===== src/sv/ipaddr_pkg.sv =====
// Shared types and constants of the address text parser.
package ipaddr_pkg;

   localparam int OCTET_COUNT = 4;
   localparam int GROUP_COUNT = 8;

   localparam logic [3:0] FIELD_MAX        = 4'd15;
   localparam logic [3:0] OCTET_LAST_INDEX = 4'd3;
   localparam logic [3:0] OCTET_LIMIT      = 4'd4;
   localparam logic [3:0] GROUP_LIMIT      = 4'd8;
   localparam logic [3:0] LETTER_OFFSET    = 4'd9;

   localparam logic [7:0] CHAR_ZERO     = 8'h30;
   localparam logic [7:0] CHAR_NINE     = 8'h39;
   localparam logic [7:0] CHAR_LOWER_A  = 8'h61;
   localparam logic [7:0] CHAR_LOWER_F  = 8'h66;
   localparam logic [7:0] CHAR_UPPER_A  = 8'h41;
   localparam logic [7:0] CHAR_UPPER_F  = 8'h46;
   localparam logic [7:0] CHAR_DOT      = 8'h2e;
   localparam logic [7:0] CHAR_COLON    = 8'h3a;

   typedef struct packed {
      logic [OCTET_COUNT-1:0][7:0]  octets;
      logic [GROUP_COUNT-1:0][15:0] groups;
      logic [7:0]                   decimal_accum;
      logic [15:0]                  hex_accum;
      logic [3:0]                   field_index;
      logic [3:0]                   gap_position;
      logic                         dot;
      logic                         gap;
      logic                         colon;
      logic                         err;
   } parse_record_type;

   typedef struct packed {
      logic full;
      logic empty;
   } queue_status_type;

   function automatic logic [3:0] field_bump(input logic [3:0] idx);
      field_bump = (idx == FIELD_MAX) ? FIELD_MAX : idx + 4'd1;
   endfunction

endpackage


===== src/sv/ipaddr_channels.sv =====
// Handshake channel interfaces for characters in and addresses out.
interface ipaddr_req_if;
   logic       valid;
   logic       ready;
   logic [7:0] char_code;
   logic       last_char;

   modport source (output valid, char_code, last_char, input ready);
   modport sink (input valid, char_code, last_char, output ready);
endinterface

interface ipaddr_rsp_if;
   logic        valid;
   logic        ready;
   logic [63:0] addr_high;
   logic [63:0] addr_low;
   logic        is_v6;
   logic        malformed;

   modport source (output valid, addr_high, addr_low, is_v6, malformed, input ready);
   modport sink (input valid, addr_high, addr_low, is_v6, malformed, output ready);
endinterface


===== src/sv/ipaddr_front.sv =====
// Character intake: classify each character and update the parse state.
module ipaddr_front (
   input  logic                          clock,
   input  logic                          reset,
   ipaddr_req_if.sink                    req_channel,
   input  ipaddr_pkg::queue_status_type  queue_status,
   output logic                          push_valid,
   output ipaddr_pkg::parse_record_type  push_record
);

   ipaddr_pkg::parse_record_type state_ff, state_in;
   logic                         letter_ff, letter_in;

   logic       accept;
   logic       was_colon;
   logic       is_digit;
   logic       is_letter;
   logic [7:0] c;
   logic [3:0] digit;
   ipaddr_pkg::parse_record_type next;

   assign req_channel.ready = !queue_status.full;
   assign accept = req_channel.valid && req_channel.ready;
   assign c = req_channel.char_code;
   assign is_digit = (c >= ipaddr_pkg::CHAR_ZERO) && (c <= ipaddr_pkg::CHAR_NINE);
   assign is_letter = ((c >= ipaddr_pkg::CHAR_LOWER_A) && (c <= ipaddr_pkg::CHAR_LOWER_F)) ||
                      ((c >= ipaddr_pkg::CHAR_UPPER_A) && (c <= ipaddr_pkg::CHAR_UPPER_F));
   assign digit = is_digit ? c[3:0] : ({1'b0, c[2:0]} + ipaddr_pkg::LETTER_OFFSET);

   always_comb begin
      next = state_ff;
      letter_in = letter_ff;
      was_colon = state_ff.colon;
      if (accept) begin
         next.colon = 1'b0;
         if (is_digit) begin
            next.decimal_accum = 8'(state_ff.decimal_accum * 8'd10 + {4'b0, digit});
            next.hex_accum = {state_ff.hex_accum[11:0], digit};
         end else if (is_letter) begin
            next.hex_accum = {state_ff.hex_accum[11:0], digit};
            letter_in = 1'b1;
            if (state_ff.dot) next.err = 1'b1;
         end else if (c == ipaddr_pkg::CHAR_DOT) begin
            if (letter_ff || state_ff.gap || was_colon ||
                (!state_ff.dot && state_ff.field_index != 4'd0)) next.err = 1'b1;
            next.dot = 1'b1;
            if (state_ff.field_index < ipaddr_pkg::OCTET_LIMIT)
               next.octets[state_ff.field_index[1:0]] = state_ff.decimal_accum;
            else
               next.err = 1'b1;
            next.field_index = ipaddr_pkg::field_bump(state_ff.field_index);
            next.decimal_accum = '0;
            next.hex_accum = '0;
         end else if (c == ipaddr_pkg::CHAR_COLON) begin
            if (state_ff.dot) next.err = 1'b1;
            if (was_colon) begin
               if (state_ff.gap) next.err = 1'b1;
               next.gap = 1'b1;
               next.gap_position = state_ff.field_index;
            end else begin
               if (state_ff.field_index < ipaddr_pkg::GROUP_LIMIT)
                  next.groups[state_ff.field_index[2:0]] = state_ff.hex_accum;
               else
                  next.err = 1'b1;
               next.field_index = ipaddr_pkg::field_bump(state_ff.field_index);
            end
            next.colon = 1'b1;
            next.decimal_accum = '0;
            next.hex_accum = '0;
         end else begin
            next.err = 1'b1;
         end
      end
      push_valid = accept && req_channel.last_char;
      push_record = next;
      state_in = next;
      if (push_valid) begin
         state_in = '0;
         letter_in = 1'b0;
      end
   end

   always_ff @(posedge clock) begin
      if (reset) begin
         state_ff <= '0;
         letter_ff <= 1'b0;
      end else begin
         state_ff <= state_in;
         letter_ff <= letter_in;
      end
   end

endmodule


===== src/sv/ipaddr_queue.sv =====
// Two-entry queue of finished parse records between intake and assembly.
module ipaddr_queue (
   input  logic                          clock,
   input  logic                          reset,
   input  logic                          push_valid,
   input  ipaddr_pkg::parse_record_type  push_record,
   input  logic                          pop,
   output ipaddr_pkg::parse_record_type  head_record,
   output ipaddr_pkg::queue_status_type  queue_status
);

   ipaddr_pkg::parse_record_type entry_ff [2];
   logic       wr_ptr_ff, wr_ptr_in;
   logic       rd_ptr_ff, rd_ptr_in;
   logic [1:0] count_ff, count_in;

   assign queue_status.full = (count_ff == 2'd2);
   assign queue_status.empty = (count_ff == 2'd0);
   assign head_record = entry_ff[rd_ptr_ff];

   always_comb begin
      wr_ptr_in = wr_ptr_ff ^ push_valid;
      rd_ptr_in = rd_ptr_ff ^ pop;
      count_in = count_ff + {1'b0, push_valid} - {1'b0, pop};
   end

   always_ff @(posedge clock) begin
      if (push_valid) entry_ff[wr_ptr_ff] <= push_record;
   end

   always_ff @(posedge clock) begin
      if (reset) begin
         wr_ptr_ff <= 1'b0;
         rd_ptr_ff <= 1'b0;
         count_ff <= 2'd0;
      end else begin
         wr_ptr_ff <= wr_ptr_in;
         rd_ptr_ff <= rd_ptr_in;
         count_ff <= count_in;
      end
   end

endmodule


===== src/sv/ipaddr_back.sv =====
// Address assembly: close the last field, expand the gap and register the transaction.
module ipaddr_back (
   input  logic                          clock,
   input  logic                          reset,
   input  ipaddr_pkg::parse_record_type  head_record,
   input  ipaddr_pkg::queue_status_type  queue_status,
   output logic                          pop,
   ipaddr_rsp_if.source                  rsp_channel
);

   logic        valid_ff, valid_in;
   logic [63:0] high_ff, high_in;
   logic [63:0] low_ff, low_in;
   logic        v6_ff, v6_in;
   logic        bad_ff, bad_in;

   always_comb begin
      logic [ipaddr_pkg::OCTET_COUNT-1:0][7:0]  oct;
      logic [ipaddr_pkg::GROUP_COUNT-1:0][15:0] grp;
      logic [15:0] full [ipaddr_pkg::GROUP_COUNT];
      logic [3:0]  idx2;
      logic [3:0]  cnt;
      logic [3:0]  gp;
      logic [3:0]  shift;
      logic [3:0]  lane;
      logic [3:0]  src;
      logic        err4;
      logic        err6;

      oct = head_record.octets;
      if (head_record.field_index < ipaddr_pkg::OCTET_LIMIT)
         oct[head_record.field_index[1:0]] = head_record.decimal_accum;
      err4 = head_record.err || (head_record.field_index != ipaddr_pkg::OCTET_LAST_INDEX);

      grp = head_record.groups;
      err6 = head_record.err;
      idx2 = head_record.field_index;
      if (head_record.colon) begin
         if (!(head_record.gap && head_record.gap_position == head_record.field_index))
            err6 = 1'b1;
      end else begin
         if (head_record.field_index < ipaddr_pkg::GROUP_LIMIT)
            grp[head_record.field_index[2:0]] = head_record.hex_accum;
         else
            err6 = 1'b1;
         idx2 = ipaddr_pkg::field_bump(head_record.field_index);
      end
      if (head_record.gap) begin
         if (idx2 > ipaddr_pkg::GROUP_LIMIT) err6 = 1'b1;
      end else begin
         if (idx2 != ipaddr_pkg::GROUP_LIMIT) err6 = 1'b1;
      end
      cnt = (idx2 > ipaddr_pkg::GROUP_LIMIT) ? ipaddr_pkg::GROUP_LIMIT : idx2;
      gp = head_record.gap ? head_record.gap_position : cnt;
      if (gp > cnt) gp = cnt;
      shift = ipaddr_pkg::GROUP_LIMIT - cnt;
      for (int j = 0; j < ipaddr_pkg::GROUP_COUNT; j++) begin
         lane = 4'(j);
         src = lane - shift;
         if (lane < gp)
            full[j] = grp[j];
         else if (lane >= shift + gp)
            full[j] = grp[src[2:0]];
         else
            full[j] = '0;
      end

      pop = !queue_status.empty && (!valid_ff || rsp_channel.ready);
      valid_in = valid_ff && !rsp_channel.ready;
      high_in = high_ff;
      low_in = low_ff;
      v6_in = v6_ff;
      bad_in = bad_ff;
      if (pop) begin
         valid_in = 1'b1;
         v6_in = !head_record.dot;
         if (head_record.dot) begin
            high_in = '0;
            low_in = {32'b0, oct[0], oct[1], oct[2], oct[3]};
            bad_in = err4;
         end else begin
            high_in = {full[0], full[1], full[2], full[3]};
            low_in = {full[4], full[5], full[6], full[7]};
            bad_in = err6;
         end
      end
   end

   always_ff @(posedge clock) begin
      if (reset) valid_ff <= 1'b0;
      else valid_ff <= valid_in;
   end

   always_ff @(posedge clock) begin
      high_ff <= high_in;
      low_ff <= low_in;
      v6_ff <= v6_in;
      bad_ff <= bad_in;
   end

   assign rsp_channel.valid = valid_ff;
   assign rsp_channel.addr_high = high_ff;
   assign rsp_channel.addr_low = low_ff;
   assign rsp_channel.is_v6 = v6_ff;
   assign rsp_channel.malformed = bad_ff;

endmodule


===== src/sv/ip_address_text_parser.sv =====
// Top level of the IPv4 / IPv6 address text parser.
//
// req_channel takes one character of address text per transaction, with
// last_char marking the final character. A text holding a dot is read as
// dotted IPv4, any other as IPv6 hex groups with at most one "::".
// rsp_channel returns one transaction per text: the 128-bit address split
// into addr_high and addr_low (IPv4 in addr_low[31:0]), is_v6 and malformed.
// Characters are taken one per cycle while the queue is not full; the
// intake updates the parse state in the cycle it takes a character. The
// last character pushes the parse record into a two-entry queue, and the
// assembly stage closes the final field, expands the gap and registers
// the address. The assembly stage takes one record per cycle while its
// output register is empty or rsp_channel is ready.
// When rsp_channel stalls, the output register holds, the queue fills and
// req_channel ready drops only once two records wait in it.
// Reset clears the parse state, the queue and the output valid.
module ip_address_text_parser (
   input  logic          clock,
   input  logic          reset,
   ipaddr_req_if.sink    req_channel,
   ipaddr_rsp_if.source  rsp_channel
);

   logic                         push_valid;
   ipaddr_pkg::parse_record_type push_record;
   logic                         pop;
   ipaddr_pkg::parse_record_type head_record;
   ipaddr_pkg::queue_status_type queue_status;

   ipaddr_front u_front (
      .clock        (clock),
      .reset        (reset),
      .req_channel  (req_channel),
      .queue_status (queue_status),
      .push_valid   (push_valid),
      .push_record  (push_record)
   );

   ipaddr_queue u_queue (
      .clock        (clock),
      .reset        (reset),
      .push_valid   (push_valid),
      .push_record  (push_record),
      .pop          (pop),
      .head_record  (head_record),
      .queue_status (queue_status)
   );

   ipaddr_back u_back (
      .clock        (clock),
      .reset        (reset),
      .head_record  (head_record),
      .queue_status (queue_status),
      .pop          (pop),
      .rsp_channel  (rsp_channel)
   );

   a_no_overflow: assert property (@(posedge clock) disable iff (reset)
      queue_status.full |-> !push_valid)
      else $error("record pushed into a full queue");

   a_no_pop_empty: assert property (@(posedge clock) disable iff (reset)
      pop |-> !queue_status.empty)
      else $error("record taken from an empty queue");

   a_pop_shows: assert property (@(posedge clock) disable iff (reset)
      pop |=> rsp_channel.valid)
      else $error("assembled address not presented");

   a_reset_quiet: assert property (@(posedge clock)
      reset |=> !rsp_channel.valid)
      else $error("result valid after reset");

endmodule

===== src/flat_wrapper.sv =====
// flat-port wrapper written by rule: the top's interface ports become plain ports
module ip_address_text_parser_flat 
  (clock, reset, req_channel_valid, req_channel_char_code, req_channel_last_char, req_channel_ready, rsp_channel_valid, rsp_channel_addr_high, rsp_channel_addr_low, rsp_channel_is_v6, rsp_channel_malformed, rsp_channel_ready);
  ipaddr_req_if req_channel_i ();
  ipaddr_rsp_if rsp_channel_i ();
  input  logic clock;
  input  logic reset;
  input wire logic [$bits(req_channel_i.valid)-1:0] req_channel_valid;
  input wire logic [$bits(req_channel_i.char_code)-1:0] req_channel_char_code;
  input wire logic [$bits(req_channel_i.last_char)-1:0] req_channel_last_char;
  output wire logic [$bits(req_channel_i.ready)-1:0] req_channel_ready;
  output wire logic [$bits(rsp_channel_i.valid)-1:0] rsp_channel_valid;
  output wire logic [$bits(rsp_channel_i.addr_high)-1:0] rsp_channel_addr_high;
  output wire logic [$bits(rsp_channel_i.addr_low)-1:0] rsp_channel_addr_low;
  output wire logic [$bits(rsp_channel_i.is_v6)-1:0] rsp_channel_is_v6;
  output wire logic [$bits(rsp_channel_i.malformed)-1:0] rsp_channel_malformed;
  input wire logic [$bits(rsp_channel_i.ready)-1:0] rsp_channel_ready;
  assign req_channel_i.valid = req_channel_valid;
  assign req_channel_i.char_code = req_channel_char_code;
  assign req_channel_i.last_char = req_channel_last_char;
  assign req_channel_ready = req_channel_i.ready;
  assign rsp_channel_valid = rsp_channel_i.valid;
  assign rsp_channel_addr_high = rsp_channel_i.addr_high;
  assign rsp_channel_addr_low = rsp_channel_i.addr_low;
  assign rsp_channel_is_v6 = rsp_channel_i.is_v6;
  assign rsp_channel_malformed = rsp_channel_i.malformed;
  assign rsp_channel_i.ready = rsp_channel_ready;
  ip_address_text_parser u_core (.clock(clock), .reset(reset), .req_channel(req_channel_i), .rsp_channel(rsp_channel_i));
endmodule

===== config.mk =====
export PLATFORM = sky130hd
export DESIGN_NAME = ip_address_text_parser_flat
export DESIGN_NICKNAME = d
export VERILOG_FILES = /design/src/sv/ipaddr_pkg.sv /design/src/sv/ipaddr_channels.sv /design/src/sv/ipaddr_front.sv /design/src/sv/ipaddr_queue.sv /design/src/sv/ipaddr_back.sv /design/src/sv/ip_address_text_parser.sv /design/src/flat_wrapper.sv
export SDC_FILE = /design/constraint.sdc
export NUM_CORES = 2
export LEC_CHECK = 0
export ABC_AREA = 1
export BUFFER_PORTS_ARGS = -buffer_cell sky130_fd_sc_hd__buf_4
export CAP_MARGIN = 20
export CORE_ASPECT_RATIO = 0.7
export CORE_UTILIZATION = 25
export CTS_CLUSTER_SIZE = 20
export DETAILED_ROUTE_END_ITERATION = 10
export MAX_ROUTING_LAYER = met4
export PLACE_DENSITY = 0.5
export SYNTH_ARGS = -nofsm -noshare
export SYNTH_HDL_FRONTEND = slang
export SYNTH_SLANG_ARGS = --single-unit
export TNS_END_PERCENT = 5

===== constraint.sdc =====
create_clock -name clock -period 8.44 [get_ports clock]
set_input_delay 0 -clock clock [delete_from_list [all_inputs] [get_ports clock]]
set_output_delay 0 -clock clock [all_outputs]
set_load 0.02 [all_outputs]

==> impl_metrics.toml <==
[finish]
area_growth_pct = 16.20
fin_nets = 4740
n_fill_cell = 15696
design_area_sq_um = 43270
utilization_pct = 29.28
drive_above_1_share_pct = 10.17

[critical_path]
crit_path_end = "u_core.u_back.rsp_channel.addr_low[25]$_DFFE_PP_"
cp_max_fo = 38
critPathKind = "flip-flop to flip-flop"
cp.arrival_ns = 6.89
ff2ff_setup_slack_ns = 1.97
start_kind = "flip-flop"
critPathSlowestCell = "nand4_1"
cp_slowest_stage_delay_ns = 0.72
critPathLaunch = "u_core.u_queue.rd_ptr_ff$_SDFF_PP0_"
cp_common_cell = "nand2_1"
r2r_cells = 27
endpoint_kind = "flip-flop"
rr_endpoint = "u_core.u_back.rsp_channel.addr_low[25]$_DFFE_PP_"
cp.required_ns = 8.86
r2r_start = "u_core.u_queue.rd_ptr_ff$_SDFF_PP0_"

[floorplan]
rows = 118
fp.dieH_um = 324.9
die_w_um = 463.3
start_util_pct = 25.20
core_sq_um = 147800
pin_count = 145
die_area_sq_um = 150500

[yosys]
ys_seq_area_share_pct = 52.96
async_flop_share_pct = 0
ys.flop_type = "edfxtp_1"
synth-edff-count = 522
synth.avg_cell_area_sq_um = 8.044
ys_warn_count = 0
syn_nets = 4679
synth_area_sq_um = 37240
ys_ff_latch = 724
ys_types = 49
syn_inst = 4629

[global_routing]
grt_pass1_wl_um = 222700
met1_usage_pct = 32.21
globalRouteMet2Util_pct = 27.15
grt_max_degree = 209
grt_pass1_vias = 28934
gr-total-overflow = 0
antenna_found_initial = 12
grt-busiest-layer = "met1"
grt_use_total_pct = 21.32
grt_util_met3_pct = 6.460

[timing]
max_slew_margin_pct = 5.493
fin_skew_ns = 0.01941
rsz0062_at_grt = "false"
final.period_utilization_pct = 76.60
fmax_mhz = 154.7
worstMarginPinSlew_ns = 1.403
min_period_ns = 6.465
hold_violations = 0
fin_setup_tns_ns = 0
maxSlewViolCount = 0
setup_viol = 0
fin_hold_ws_ns = 0.05293

[detailed_routing]
first_pass_iters = 9
viasPerCell = 4.896
routed_wirelength_um = 160900
vias = 32971
ant_nets = 0
drc = 0
drtIter0Drc = 4385
routedWlPerCell_um = 23.90

[clocking]
cts_max_level = 3
ctsHoldBuffers = 15
tritoncts = "yes"
postCtsSetupRepairBufs = 0
ctsRootBufferMaster = "clkbuf_16"
numCtsBuffers = 71
cts_resized = 0
clock_latency_ns = 0.67
cts.sinks = 724
clk_pin_slew_ns = 0.06
cts.path.max_buffers = 3

[placed_design]
dp_hpwl_um = 117100
portBuffers = 144
dpl_cell_area_sq_um = 40590
place_congestion = 1.025

[run_status]
status = "complete, no violations"

[job]
drv_cap = 0

[hold_path]
hp-class = "input pin to flip-flop"
[stage by stage]
stage,worst slack [ns],std cells
floorplan,2.384,4629
global placement,2.144,6569
detailed placement,2.085,6574
CTS,2.088,6720
global route,1.472,6731
finish,1.975,6734
[sequential cells by signal (all words and copies together) (netlist names)]
name                                 flops
u_core.u_front.state_ff                195
u_core.u_queue.rd_ptr_ff                 1
u_core.u_back.rsp_channel.addr_low      64
u_core.u_back.rsp_channel.is_v6          1
u_core.u_queue.entry_ff                392
u_core.u_queue.count_ff                  2
u_core.u_back.rsp_channel.addr_high     64
u_core.u_queue.wr_ptr_ff                 1
u_core.u_back.rsp_channel.malformed      1
u_core.u_back.rsp_channel.valid          1
u_core.u_front.was_colon                 1
u_core.u_front.letter_ff                 1
[critical path: cells and delay by family, from the launching register on]
family	cells	cell delay [ns]
AOI/OAI and AO/OA	1	0.48
adders and majority gates	4	0.94
buffers and inverters	7	1.65
DFF	1	0.55
and+or+nand+nor	15	2.57
[layout make-up]
| type | count | area, sq um | share of cell area (%) |
|---|---|---|---|
| sequential | 724 | 19720 | 45.58 |
| multi-input combinational | 3207 | 14850 | 34.31 |
| tap | 1980 | 2477 | 5.726 |
| timing repair buffer | 281 | 2273 | 5.254 |
| clock buffer | 98 | 2052 | 4.743 |
| clock inverter | 33 | 349.1 | 0.8068 |
| inverter | 405 | 1530 | 3.537 |
| antenna | 6 | 15.01 | 0.03470 |
[cells in the mapped netlist (2+ instances only)]
library cell	number	area (sq um)
nand2_4	2	22.52
nor2_4	3	33.78
ha_1	35	437.9
o211ai_1	39	292.8
or2_1	7	43.79
buf_4	20	150.1
a21oi_2	2	17.52
nor4_1	2	12.51
o21ai_1	16	80.08
fa_1	2	40.04
nand3_2	2	20.02
nor3_1	8	40.04
o21a_1	2	15.01
edfxtp_1	522	15680
nand4_1	94	588.1
o21ai_0	321	1607
xor2_1	6	52.55
a31oi_1	6	37.54
buf_1	32	120.1
nand3_1	446	2232
nand3b_1	2	15.01
a21oi_1	288	1441
xnor2_1	4	35.03
nor2_1	152	570.6
dfxtp_1	202	4044
nor2_2	4	25.02
buf_2	49	245.2
nand2_1	1635	6137
nand2_2	12	75.07
a211oi_1	48	360.4
inv_2	9	33.78
inv_1	395	1483
mux2i_1	10	100.1
clkbuf_1	191	716.9
or2_2	47	294.0
[worst min path at each step]
stage / to / start / slack, ns / cells after the start
final: u_core.u_front.state_ff[13]$_SDFF_PP0_ / req_channel_char_code[1] / 0.05 / 5
after global routing: u_core.u_front.state_ff[0]$_SDFF_PP0_ / req_channel_char_code[6] / 0.11 / 7
after CTS: u_core.u_front.state_ff[0]$_SDFF_PP0_ / req_channel_char_code[6] / 0.02 / 7
after detailed placement: u_core.u_queue.rd_ptr_ff$_SDFF_PP0_ / reset / 0.24 / 2
after global placement: u_core.u_queue.wr_ptr_ff$_SDFF_PP0_ / reset / 0.23 / 2
after floorplan: u_core.u_queue.wr_ptr_ff$_SDFF_PP0_ / reset / 0.07 / 1
[layout by cell type (no fill, tap or decap), drive strengths merged, types with 10 or more instances in the layout]
| cell | instances |
|---|---|
| edfxtp | 522 |
| dlygate4sd3 | 15 |
| clkinv | 21 |
| dfxtp | 202 |
| nand4 | 94 |
| or2 | 54 |
| nand2 | 1649 |
| o21ai | 339 |
| inv | 407 |
| nor2 | 160 |
| buf | 263 |
| a21oi | 291 |
| a211oi | 48 |
| ha | 35 |
| nand3 | 448 |
| o211ai | 39 |
| mux2i | 10 |
| clkbuf | 101 |
[kinds of logic after synthesis]
logic type / synth area share [%]
and+or+nand+nor: 27.22
AOI/OAI and AO/OA: 10.61
DFF: 52.96
buffers and inverters: 7.423
adders and majority gates: 1.284
xor gates and xnor gates: 0.2352
muxes: 0.2688
[layer usage]
metal | vias up | part of all wire (%)
met5 | - | 0
met4 | 0 | 2.0
met3 | 162 | 11
met2 | 1516 | 38
met1 | 15743 | 49
li1 | 15550 | -
Power is left out: the tool's default activity adds up to more than one toggle a clock period on the data nets, which glitch-free logic cannot reach.
